--- src/sv/bwt_pkg.sv ---
// package: shared constants and controller/datapath command and status types
`default_nettype none
package bwt_pkg;

  localparam int unsigned BLOCK_SIZE_DEF = 64;

  typedef struct packed {
    logic load;
    logic sent;
    logic place;
    logic rd_prev;
    logic cstart;
    logic crd;
    logic cadv;
    logic shift;
    logic erd;
    logic etx;
    logic oload;
    logic knext;
    logic done;
  } cmd_t;

  typedef struct packed {
    logic j_zero;
    logic last_i;
    logic diff;
    logic less;
    logic cmp_end;
    logic last_k;
    logic taken;
  } status_t;

endpackage
`default_nettype wire

--- src/sv/bwt_ctrl.sv ---
// controller: state machine sequencing load, rotation sort and emission
`default_nettype none
module bwt_ctrl (
  input  wire logic            clk_i,
  input  wire logic            rst_ni,
  input  wire logic            in_valid_i,
  input  wire logic            block_end_i,
  input  wire bwt_pkg::status_t st_i,
  output bwt_pkg::cmd_t        cmd_o,
  output logic                 in_stall_o
);

  localparam logic [3:0] S_IDLE  = 4'd0;
  localparam logic [3:0] S_SENT  = 4'd1;
  localparam logic [3:0] S_JCHK  = 4'd2;
  localparam logic [3:0] S_CST   = 4'd3;
  localparam logic [3:0] S_CRD   = 4'd4;
  localparam logic [3:0] S_CEV   = 4'd5;
  localparam logic [3:0] S_SHIFT = 4'd6;
  localparam logic [3:0] S_PLACE = 4'd7;
  localparam logic [3:0] S_ERD   = 4'd8;
  localparam logic [3:0] S_ETX   = 4'd9;
  localparam logic [3:0] S_EOUT  = 4'd10;
  localparam logic [3:0] S_EWAIT = 4'd11;

  logic [3:0] state_q, state_d;

  assign in_stall_o = (state_q != S_IDLE);

  always_comb begin
    state_d = state_q;
    cmd_o   = '0;
    case (state_q)
      S_IDLE: begin
        if (in_valid_i) begin
          cmd_o.load = 1'b1;
          if (block_end_i) state_d = S_SENT;
        end
      end
      S_SENT: begin
        cmd_o.sent = 1'b1;
        state_d    = S_JCHK;
      end
      S_JCHK: begin
        if (st_i.j_zero) begin
          cmd_o.place = 1'b1;
          state_d     = st_i.last_i ? S_ERD : S_JCHK;
        end else begin
          cmd_o.rd_prev = 1'b1;
          state_d       = S_CST;
        end
      end
      S_CST: begin
        cmd_o.cstart = 1'b1;
        state_d      = S_CRD;
      end
      S_CRD: begin
        cmd_o.crd = 1'b1;
        state_d   = S_CEV;
      end
      S_CEV: begin
        if (st_i.diff) begin
          state_d = st_i.less ? S_SHIFT : S_PLACE;
        end else if (st_i.cmp_end) begin
          state_d = S_PLACE;
        end else begin
          cmd_o.cadv = 1'b1;
          state_d    = S_CRD;
        end
      end
      S_SHIFT: begin
        cmd_o.shift = 1'b1;
        state_d     = S_JCHK;
      end
      S_PLACE: begin
        cmd_o.place = 1'b1;
        state_d     = st_i.last_i ? S_ERD : S_JCHK;
      end
      S_ERD: begin
        cmd_o.erd = 1'b1;
        state_d   = S_ETX;
      end
      S_ETX: begin
        cmd_o.etx = 1'b1;
        state_d   = S_EOUT;
      end
      S_EOUT: begin
        cmd_o.oload = 1'b1;
        state_d     = S_EWAIT;
      end
      S_EWAIT: begin
        if (st_i.taken) begin
          if (st_i.last_k) begin
            cmd_o.done = 1'b1;
            state_d    = S_IDLE;
          end else begin
            cmd_o.knext = 1'b1;
            state_d     = S_ERD;
          end
        end
      end
      default: state_d = S_IDLE;
    endcase
  end

  always_ff @(posedge clk_i or negedge rst_ni) begin
    if (!rst_ni) begin
      state_q <= S_IDLE;
    end else begin
      state_q <= state_d;
    end
  end

endmodule
`default_nettype wire

--- src/sv/bwt_dp.sv ---
// datapath: text and order memories, sort counters, compare and output word
`default_nettype none
module bwt_dp #(
  parameter int unsigned BLOCK_SIZE = bwt_pkg::BLOCK_SIZE_DEF
) (
  input  wire logic            clk_i,
  input  wire logic            rst_ni,
  input  wire bwt_pkg::cmd_t   cmd_i,
  output bwt_pkg::status_t     st_o,
  input  wire logic [7:0]      data_byte_i,
  output logic [7:0]           out_byte_o,
  output logic                 out_last_o,
  output logic                 overflowed_o,
  output logic                 out_valid_o,
  input  wire logic            out_stall_i
);

  localparam int unsigned AW = (BLOCK_SIZE > 1) ? $clog2(BLOCK_SIZE) : 1;
  localparam logic [AW-1:0] LEN_MAX = AW'(BLOCK_SIZE - 1);

  logic [7:0]    text_mem [BLOCK_SIZE];
  logic [AW-1:0] ord_mem  [BLOCK_SIZE];

  logic [AW-1:0] len_q, i_q, j_q, k_q, pa_q, pb_q, kc_q, ord_rd_q;
  logic          ovf_q, out_valid_q, out_last_q, out_ovf_q;
  logic [7:0]    ta_q, tb_q, out_byte_q;

  logic          room;
  logic          txt_we, ord_we, txt_re, ord_re;
  logic [AW-1:0] txt_wa, txt_ra, ord_ra, ord_wd, endpos;
  logic [7:0]    txt_wd;

  assign room   = (len_q != LEN_MAX);
  assign endpos = (ord_rd_q == '0) ? len_q : ord_rd_q - 1'b1;

  assign txt_we = (cmd_i.load && room) || cmd_i.sent;
  assign txt_wa = len_q;
  assign txt_wd = cmd_i.sent ? 8'd0 : data_byte_i;
  assign txt_re = cmd_i.crd || cmd_i.etx;
  assign txt_ra = cmd_i.etx ? endpos : pa_q;

  assign ord_we = cmd_i.shift || cmd_i.place;
  assign ord_wd = cmd_i.shift ? ord_rd_q : i_q;
  assign ord_re = cmd_i.rd_prev || cmd_i.erd;
  assign ord_ra = cmd_i.rd_prev ? j_q - 1'b1 : k_q;

  always_ff @(posedge clk_i) begin
    if (txt_we) text_mem[txt_wa] <= txt_wd;
    if (txt_re) begin
      ta_q <= text_mem[txt_ra];
      tb_q <= text_mem[pb_q];
    end
    if (ord_we) ord_mem[j_q] <= ord_wd;
    if (ord_re) ord_rd_q <= ord_mem[ord_ra];
  end

  always_ff @(posedge clk_i or negedge rst_ni) begin
    if (!rst_ni) begin
      len_q       <= '0;
      ovf_q       <= 1'b0;
      i_q         <= '0;
      j_q         <= '0;
      k_q         <= '0;
      pa_q        <= '0;
      pb_q        <= '0;
      kc_q        <= '0;
      out_valid_q <= 1'b0;
    end else begin
      if (cmd_i.load) begin
        if (room) len_q <= len_q + 1'b1;
        else      ovf_q <= 1'b1;
      end
      if (cmd_i.sent) begin
        i_q <= '0;
        j_q <= '0;
        k_q <= '0;
      end
      if (cmd_i.place && (i_q != len_q)) begin
        i_q <= i_q + 1'b1;
        j_q <= i_q + 1'b1;
      end
      if (cmd_i.shift) j_q <= j_q - 1'b1;
      if (cmd_i.cstart) begin
        pa_q <= i_q;
        pb_q <= ord_rd_q;
        kc_q <= '0;
      end
      if (cmd_i.cadv) begin
        pa_q <= (pa_q == len_q) ? '0 : pa_q + 1'b1;
        pb_q <= (pb_q == len_q) ? '0 : pb_q + 1'b1;
        kc_q <= kc_q + 1'b1;
      end
      if (cmd_i.oload) out_valid_q <= 1'b1;
      else if (out_valid_q && !out_stall_i) out_valid_q <= 1'b0;
      if (cmd_i.knext) k_q <= k_q + 1'b1;
      if (cmd_i.done) begin
        len_q <= '0;
        ovf_q <= 1'b0;
      end
    end
  end

  always_ff @(posedge clk_i) begin
    if (cmd_i.oload) begin
      out_byte_q <= ta_q;
      out_last_q <= (k_q == len_q);
      out_ovf_q  <= ovf_q;
    end
  end

  assign st_o.j_zero  = (j_q == '0);
  assign st_o.last_i  = (i_q == len_q);
  assign st_o.diff    = (ta_q != tb_q);
  assign st_o.less    = (ta_q < tb_q);
  assign st_o.cmp_end = (kc_q == len_q);
  assign st_o.last_k  = (k_q == len_q);
  assign st_o.taken   = out_valid_q && !out_stall_i;

  assign out_byte_o   = out_byte_q;
  assign out_last_o   = out_last_q;
  assign overflowed_o = out_ovf_q;
  assign out_valid_o  = out_valid_q;

endmodule
`default_nettype wire

--- src/sv/bwt_block_encoder_core.sv ---
// top level: burrows-wheeler block encoder, controller plus datapath
//
// channel | direction | payload                            | handshake
// input   | in        | data_byte_i, block_end_i           | in_valid_i / in_stall_o
// output  | out       | out_byte_o, out_last_o, overflowed_o | out_valid_o / out_stall_i
//
// text bytes load while the core is idle; the closing byte starts an insertion sort
// of the n = length + 1 rotations, each byte compared in a read state and an
// evaluate state, so the worst case is set by the single text memory compare loop
// each result then passes through the ERD, ETX, EOUT and EWAIT states, the last held by any output stall
// reset clears control state only; memories are written before being read
// input stalls from the closing byte until the last result is taken
`default_nettype none
module bwt_block_encoder_core #(
  parameter int unsigned BLOCK_SIZE = bwt_pkg::BLOCK_SIZE_DEF
) (
  input  wire logic       clk_i,
  input  wire logic       rst_ni,
  input  wire logic       in_valid_i,
  output logic            in_stall_o,
  input  wire logic [7:0] data_byte_i,
  input  wire logic       block_end_i,
  output logic            out_valid_o,
  input  wire logic       out_stall_i,
  output logic [7:0]      out_byte_o,
  output logic            out_last_o,
  output logic            overflowed_o
);

  bwt_pkg::cmd_t    cmd;
  bwt_pkg::status_t st;

  bwt_ctrl u_ctrl (
    .clk_i       (clk_i),
    .rst_ni      (rst_ni),
    .in_valid_i  (in_valid_i),
    .block_end_i (block_end_i),
    .st_i        (st),
    .cmd_o       (cmd),
    .in_stall_o  (in_stall_o)
  );

  bwt_dp #(
    .BLOCK_SIZE (BLOCK_SIZE)
  ) u_dp (
    .clk_i        (clk_i),
    .rst_ni       (rst_ni),
    .cmd_i        (cmd),
    .st_o         (st),
    .data_byte_i  (data_byte_i),
    .out_byte_o   (out_byte_o),
    .out_last_o   (out_last_o),
    .overflowed_o (overflowed_o),
    .out_valid_o  (out_valid_o),
    .out_stall_i  (out_stall_i)
  );

endmodule
`default_nettype wire
--- config.mk ---
export PLATFORM = sky130hd
export DESIGN_NAME = bwt_block_encoder_core
export DESIGN_NICKNAME = d
export VERILOG_FILES = /design/src/sv/bwt_pkg.sv /design/src/sv/bwt_ctrl.sv /design/src/sv/bwt_dp.sv /design/src/sv/bwt_block_encoder_core.sv
export SDC_FILE = /design/constraint.sdc
export NUM_CORES = 1
export LEC_CHECK = 0
export ABC_AREA = 1
export BUFFER_PORTS_ARGS = -buffer_cell sky130_fd_sc_hd__buf_4
export CAP_MARGIN = 20
export CELL_PAD_IN_SITES_DETAIL_PLACEMENT = 1
export CELL_PAD_IN_SITES_GLOBAL_PLACEMENT = 2
export CORE_MARGIN = 2
export CORE_UTILIZATION = 35
export DETAILED_ROUTE_END_ITERATION = 12
export PLACE_DENSITY = 0.71
export SETUP_SLACK_MARGIN = 0.02
export SLEW_MARGIN = 15
export SYNTH_ARGS = -nofsm -noshare
export SYNTH_HDL_FRONTEND = slang
export SYNTH_HIERARCHICAL = 1
export SYNTH_SLANG_ARGS = --single-unit
--- constraint.sdc ---
create_clock -name clk_i -period 4.99 [get_ports clk_i]
set_clock_uncertainty 0.05 [all_clocks]
set_input_delay 0.2495 -clock clk_i [delete_from_list [all_inputs] [get_ports clk_i]]
set_output_delay 0.2495 -clock clk_i [all_outputs]
set_load 0.02 [all_outputs]
==> impl_metrics.yaml, run 1 <==
grt:
  grt.overflow.total: 0
  grt_max_degree: 185
  track_usage: 0.247
  grt_pass1_wl_um: 253000
  antenna_found_initial: 0
  grt_pass1_vias: 37200
worst_setup_path:
  critPathTopFamily: "simple AND/OR/NAND/NOR gates"
  cp_slowest_stage_delay_ns: 0.47
  crit_top_cell: "inv_1"
  start_kind: "flop"
  cp_max_fo: 184
  crit_buf_inv: 7
  endpoint_kind: "flop"
  critPathKind: "flop to flop"
  crit_slowest_cell: "buf_12"
  critPathArrivalTime_ns: 4.67
  path_cells: "inv_2 > ha_1 > inv_1 > nor2_1 > inv_1 > nor2_1 > inv_1 > nand2_1 > inv_1 > inv_2 > nand2_1 > nand2_4 > buf_12 > o21ai_0 > o221ai_1 > o211ai_1 > nand3_1 > nand3_1 > nand2_1"
  cp.required_ns: 5.57
yosys:
  synth_top_cell_area_share: 0.589
  synth_largest_area_cell: "edfxtp_1"
  seq_area_frac_synth: 0.614
  synth_compound_area_frac: 0.125
  synth_top_family_by_area: "simple AND/OR/NAND/NOR gates"
  ys_types: 50
  synth_area_per_cell_um2: 9.75
  synth_fp_nets: 4887
  synthXorXnorAreaFrac: 0.00333
  synth_edf_count: 928
  synth_common_cells: "928 x edfxtp_1, 706 x nand2_1, 622 x nand3_1"
  yosys-mux-area-fraction: 0.000211
  synthAdderAreaFrac: 0.00449
  ys_warn_count: 6
  synth_area_mm2: 0.0473
  syn_inst: 4857
  synth_area_leaders: "edfxtp_1 59%, nand3_1 6.6%, nand2_1 5.6%"
  yosysMostFrequentCell: "edfxtp_1"
  synthArstFlopShare: 0.0492
  synth-seq-cells: 976
  yosys.area_share.simple: 0.174
  synthFlopType: "edfxtp_1"
clocking:
  clk_pin_slew_ns: 0.06
  insertion_delay_ns: 0.76
  cts_sinks: 976
  cts-root-buf: "clkbuf_16"
  ctsHtreeMaxLevel: 3
  cts_resized: 0
  tritoncts: "done"
  cts_buffer_depth: 3
  cts_buffers: 113
power_and_ir_drop:
  p_seq_frac: 0.318
  internal-power_mw: 18.6
  vdd_drop_max_uv: 383
  leakagePower_nw: 20.6
  clock_power_share: 0.252
  sw_frac_of_total: 0.438
  powerDensity_mw_per_mm2: 614
  switching_power_mw: 14.5
  combinationalPowerShare: 0.430
drt:
  viasPerCell: 5.44
  vias: 36600
  wl_per_cell_um: 25.6
  routed_wirelength_um: 172000
  dr.pass1.iters: 6
  final_antenna_net_count: 0
  drc: 0
  drt_iter0_markers: 3024
layout:
  diodes: 0
  fin_nets: 4903
  final_cells: 6731
  syn2layout_area_growth_pct: 14.0
  drive_above_1_share: 0.0879
  fillers: 15000
sta:
  rsz0062_at_grt: "false"
  max_freq_ghz: 0.244
  slew_violations: 0
  hold_violations: 0
  min_period_over_period: 0.820
  slew_headroom: 0.252
  setup_viol: 0
  tightest_slew_ns: 1.12
  min_period_ns: 4.09
  worst_slack_ns: 0.897
  hold_ws_ns: 0.0452
  tns_ns: 0
place:
  dp.cells: 6519
  place_ws_ns: 0.997
  io_buffers: 24
  hpwl_um: 106000
  gp_congestion: 0.835
worst_hold_path:
  hp-class: "input port to async pin"
floorplanning:
  die_w_um: 372
  io_pins: 25
  start_util: 0.354
  die_height_um: 372
  die_area_mm2: 0.138
  rows: 134
  core-area_mm2: 0.134
run_status:
  status: "complete, no violations"
flow_run:
  max_cap_violations: 0
[cells in the final DEF, fill, tap and decap left out, types with 5 or more instances in the layout]
| cell type | count |
|---|---|
| dlygate4sd3_1 | 7 |
| a31oi_1 | 8 |
| nand2_1 | 703 |
| xor2_1 | 15 |
| inv_2 | 13 |
| o221ai_1 | 59 |
| nor2_1 | 546 |
| nand3_1 | 622 |
| nor3_1 | 14 |
| o31ai_1 | 48 |
| nor2_4 | 10 |
| buf_4 | 184 |
| o22ai_1 | 68 |
| bufinv_16 | 11 |
| dfrtp_1 | 44 |
| edfxtp_1 | 928 |
| o21ai_0 | 394 |
| ha_1 | 17 |
| clkinv_16 | 6 |
| o21a_1 | 54 |
| a21oi_1 | 175 |
| o21bai_1 | 43 |
| nand2_2 | 5 |
| clkinv_2 | 30 |
| a22oi_1 | 12 |
| clkbuf_1 | 21 |
| a221oi_1 | 25 |
| o211ai_1 | 64 |
| buf_12 | 23 |
| clkinv_1 | 22 |
| clkbuf_16 | 113 |
| inv_1 | 597 |
| o21ai_4 | 10 |
| nand4_1 | 19 |
[through the flow]
stage               cell area, um2  total power [mW]   util
floorplan                    47300              18.9      -
global placement             50200              24.8  0.375
detailed placement           50200              24.9  0.375
CTS                          54000              33.3  0.404
global route                 54000              34.8  0.404
finish                       54000              33.1  0.404
[power groups by stage]
stage	logic, mW	clock network [mW]	registers, mW
2_1_floorplan	8.53	0	10.4
3_3_place_gp	14.1	0	10.7
3_5_place_dp	14.2	0	10.7
4_1_cts	14.3	8.52	10.5
5_1_grt	15.4	8.82	10.5
6_report	14.3	8.35	10.5
[metal layers]
layer | track usage | routed length (um) | share of wire | vias to the layer above
met5 | 0 | 0 | 0 | -
met4 | 0.0799 | 5750 | 0.033 | 0
met3 | 0.0283 | 7140 | 0.042 | 283
met2 | 0.424 | 84800 | 0.49 | 912
met1 | 0.325 | 74300 | 0.43 | 18600
li1 | - | - | - | 16900
[final timing paths]
check,endpoint,cells past startpoint,slack [ns],start
min in group clk_i,u_dp/text_mem[8][3]$_DFFE_PP_,3,0.07,data_byte_i[3]
min,u_dp/k_q[5]$_DFFE_PN0P_,2,0.05,rst_ni
min reg2reg,u_dp/overflowed_o$_DFFE_PP_,0,0.45,u_dp/ovf_q$_DFFE_PN0P_
max,u_dp/ord_rd_q[5]$_DFFE_PP_,19,0.90,u_dp/j_q[0]$_DFFE_PN0P_
max reg2reg,u_dp/ord_rd_q[5]$_DFFE_PP_,19,0.90,u_dp/j_q[0]$_DFFE_PN0P_
max in group asynchronous,u_dp/pb_q[0]$_DFFE_PN0P_,2,4.31,rst_ni
[sequential cells by signal, indices dropped and copies added, names as in the netlist, 8 cells and up]
| register | cells |
|---|---|
| u_dp/out_byte_o | 8 |
| u_dp/tb_q | 8 |
| u_dp/ord_mem | 384 |
| u_dp/ta_q | 8 |
| u_dp/text_mem | 512 |
[final cells by class]
class	count	area (um2)	area share
Clock buffer	138	2960	0.0549
Clock inverter	67	759	0.0141
Inverter	617	2330	0.0431
Multi-Input combinational cell	2951	14700	0.273
Sequential cell	976	29100	0.539
Tap cell	1768	2210	0.0410
Timing Repair Buffer	214	1910	0.0354
[cells by family (layout without fill, tap and decap cells)]
family | Yosys count | in the layout
mux | 1 | 1
flops | 976 | 976
buf+inv | 930 | 1036
simple gates | 1938 | 1938
fa+ha+maj | 17 | 17
compound gates | 977 | 977
xor+xnor | 18 | 18
[timing repair]
action | in CTS | in global routing
hold buffers | 7 | 0
endpoints found under the hold margin | 85 | 0
buffers inserted | 0 | 0
No activity file was read; power rests on OpenSTA's default activity.
==> inputs of run 2 (changes only) <==
Clock period 4.99 ns to 4 ns, I/O delays scaled along.
==> impl_metrics.yaml, run 2 (synthesized netlist as in run 1, its figures left out) <==
layout:
  diodes: 0
  top_regs: "u_dp/text_mem (512), u_dp/ord_mem (384)"
  seq_area_mm2: 0.0291
  post-route-util: 0.406
  drive_above_1_share: 0.0931
  final_common_cell: "edfxtp_1"
  largest_register_ff_count: 512
  final_cells: 6776
  fillers: 14900
  final_cell_mix: "928 x edfxtp_1, 703 x nand2_1, 622 x nand3_1"
  syn2layout_area_growth_pct: 14.6
  top_register: "u_dp/text_mem"
  fin_area_mm2: 0.0543
  multi_input_area_mm2: 0.0147
  fin_nets: 4948
sta:
  min_period_ns: 3.68
  setup_viol: 0
  slew_violations: 0
  min_period_over_period: 0.920
  tightest_slew_ns: 0.989
  worst_slack_ns: 0.320
  hold_violations: 0
  slew_headroom: 0.341
  max_freq_ghz: 0.272
  rsz0062_at_grt: "false"
floorplanning:
  die_area_mm2: 0.138
  die_w_um: 372
  die_height_um: 372
  rows: 134
  start_util: 0.354
  io_pins: 25
  core-area_mm2: 0.134
run_status:
  status: "complete, no violations"
worst_setup_path:
  rrSetupSlack_ns: 0.32
  endpoint_kind: "flop"
  reg2regPathDepth: 21
  start_kind: "flop"
  critPathArrivalTime_ns: 4.15
  r2r_start: "u_dp/j_q[1]$_DFFE_PN0P_"
  r2r-end: "u_dp/ord_rd_q[5]$_DFFE_PP_"
  critPathKind: "flop to flop"
  cp.required_ns: 4.47
  cp_max_fo: 46
clocking:
  cts_buffer_depth: 3
  cts_sinks: 976
  clk_pin_slew_ns: 0.06
  ctsHtreeMaxLevel: 3
  tritoncts: "done"
  cts_setup_buffers: 0
  cts-root-buf: "clkbuf_16"
  insertion_delay_ns: 0.76
  cts_buffers: 109
drt:
  drc: 0
  viasPerCell: 5.47
  vias: 37000
  dr.pass1.iters: 5
  drt_iter0_markers: 2950
  routed_wirelength_um: 171000
  final_antenna_net_count: 0
  wl_per_cell_um: 25.3
place:
  hpwl_um: 107000
  dp.cells: 6564
  place_area_mm2: 0.0507
  place_ws_ns: 0.287
  gp_congestion: 0.851
  io_buffers: 24
grt:
  track_usage: 0.247
  grt_pass1_vias: 37900
  grt_pass1_wl_um: 254000
  grt_max_degree: 138
  antenna_found_initial: 1
  grt.overflow.total: 0
worst_hold_path:
  hold-path-cell-count: 4
  min_from: "out_stall_i"
  hp-class: "input port to flop"
  min_to: "u_dp/out_valid_o$_DFFE_PN0P_"
power_and_ir_drop:
  combinationalPowerShare: 0.446
  leakagePower_nw: 20.8
  clock_power_share: 0.238
  switching_power_mw: 18.2
  internal-power_mw: 22.9
  vdd_drop_max_uv: 490
  sw_frac_of_total: 0.442
  p_seq_frac: 0.316
  powerDensity_mw_per_mm2: 758
  total_power_mw: 41.1
flow_run:
  max_cap_violations: 0
[run 2: what timing repair did]
action	4_1_cts	5_1_grt
hold buffers	10	0
endpoints found under the hold margin	90	0
gates resized for setup	0	1
endpoints found under the setup margin	0	1
[run 2: how the worst max path moves through the flow]
stage,startpoint,to,slack (ns)
6_report,u_dp/j_q[1]$_DFFE_PN0P_,u_dp/ord_rd_q[5]$_DFFE_PP_,0.32
5_1_grt,u_dp/j_q[1]$_DFFE_PN0P_,u_dp/ord_rd_q[5]$_DFFE_PP_,0.07
4_1_cts,u_dp/j_q[1]$_DFFE_PN0P_,u_dp/ord_rd_q[5]$_DFFE_PP_,0.29
3_5_place_dp,u_dp/j_q[1]$_DFFE_PN0P_,u_dp/ord_rd_q[5]$_DFFE_PP_,0.29
3_3_place_gp,u_dp/j_q[1]$_DFFE_PN0P_,u_dp/ord_rd_q[0]$_DFFE_PP_,0.37
2_1_floorplan,u_ctrl/state_q[3]$_DFFE_PN0P_,u_dp/ord_mem[0][4]$_DFFE_PP_,-0.38
[run 2: routing by layer]
metal / routed length (um) / share of wire / vias up / track usage
li1: - / - / 16900 / -
met1: 74000 / 0.43 / 18900 / 0.322
met2: 83100 / 0.48 / 946 / 0.419
met3: 7600 / 0.044 / 306 / 0.0306
met4: 6690 / 0.039 / 2 / 0.0914
met5: 13 / 0.000076 / - / 0
[run 2: power by group through the flow]
stage | logic, mW | clock network [mW] | registers [mW]
final | 18.4 | 9.78 | 13.0
after global placement | 18.2 | 0 | 13.2
after detailed placement | 18.3 | 0 | 13.2
after global routing | 19.8 | 10.3 | 13.0
after CTS | 18.4 | 10.0 | 13.0
after floorplan | 10.6 | 0 | 12.9
[run 2: cell type report]
| type | instances | area share |
|---|---|---|
| clock buffer | 133 | 0.0523 |
| multi-input combinational | 2951 | 0.272 |
| clock inverter | 68 | 0.0114 |
| sequential | 976 | 0.536 |
| tap | 1768 | 0.0408 |
| timing repair buffer | 263 | 0.0450 |
| inverter | 617 | 0.0429 |
[run 2: per-stage QoR]
stage / TNS (ns) / hold slack (ns)
6_report: 0 / 0.244
5_1_grt: 0 / 0.246
4_1_cts: 0 / 0.185
3_5_place_dp: 0 / 0.242
3_3_place_gp: 0 / 0.249
2_1_floorplan: -106.62 / -0.146
[run 2: critical path, stage by stage, from the launching register on]
cell and delay, ns:
dfrtp_1 0.41, inv_1 0.15, ha_1 0.16, inv_1 0.05, nor2_1 0.16, inv_1 0.09
nor2_2 0.15, inv_1 0.06, nand2_1 0.08, inv_1 0.15, inv_2 0.17, nand2_1 0.11
nand2_4 0.17, inv_4 0.11, buf_12 0.18, buf_12 0.19, o21ai_0 0.19, o31ai_1 0.10
o211ai_1 0.28, nand3_1 0.20, nand3_1 0.16, nand2_1 0.06
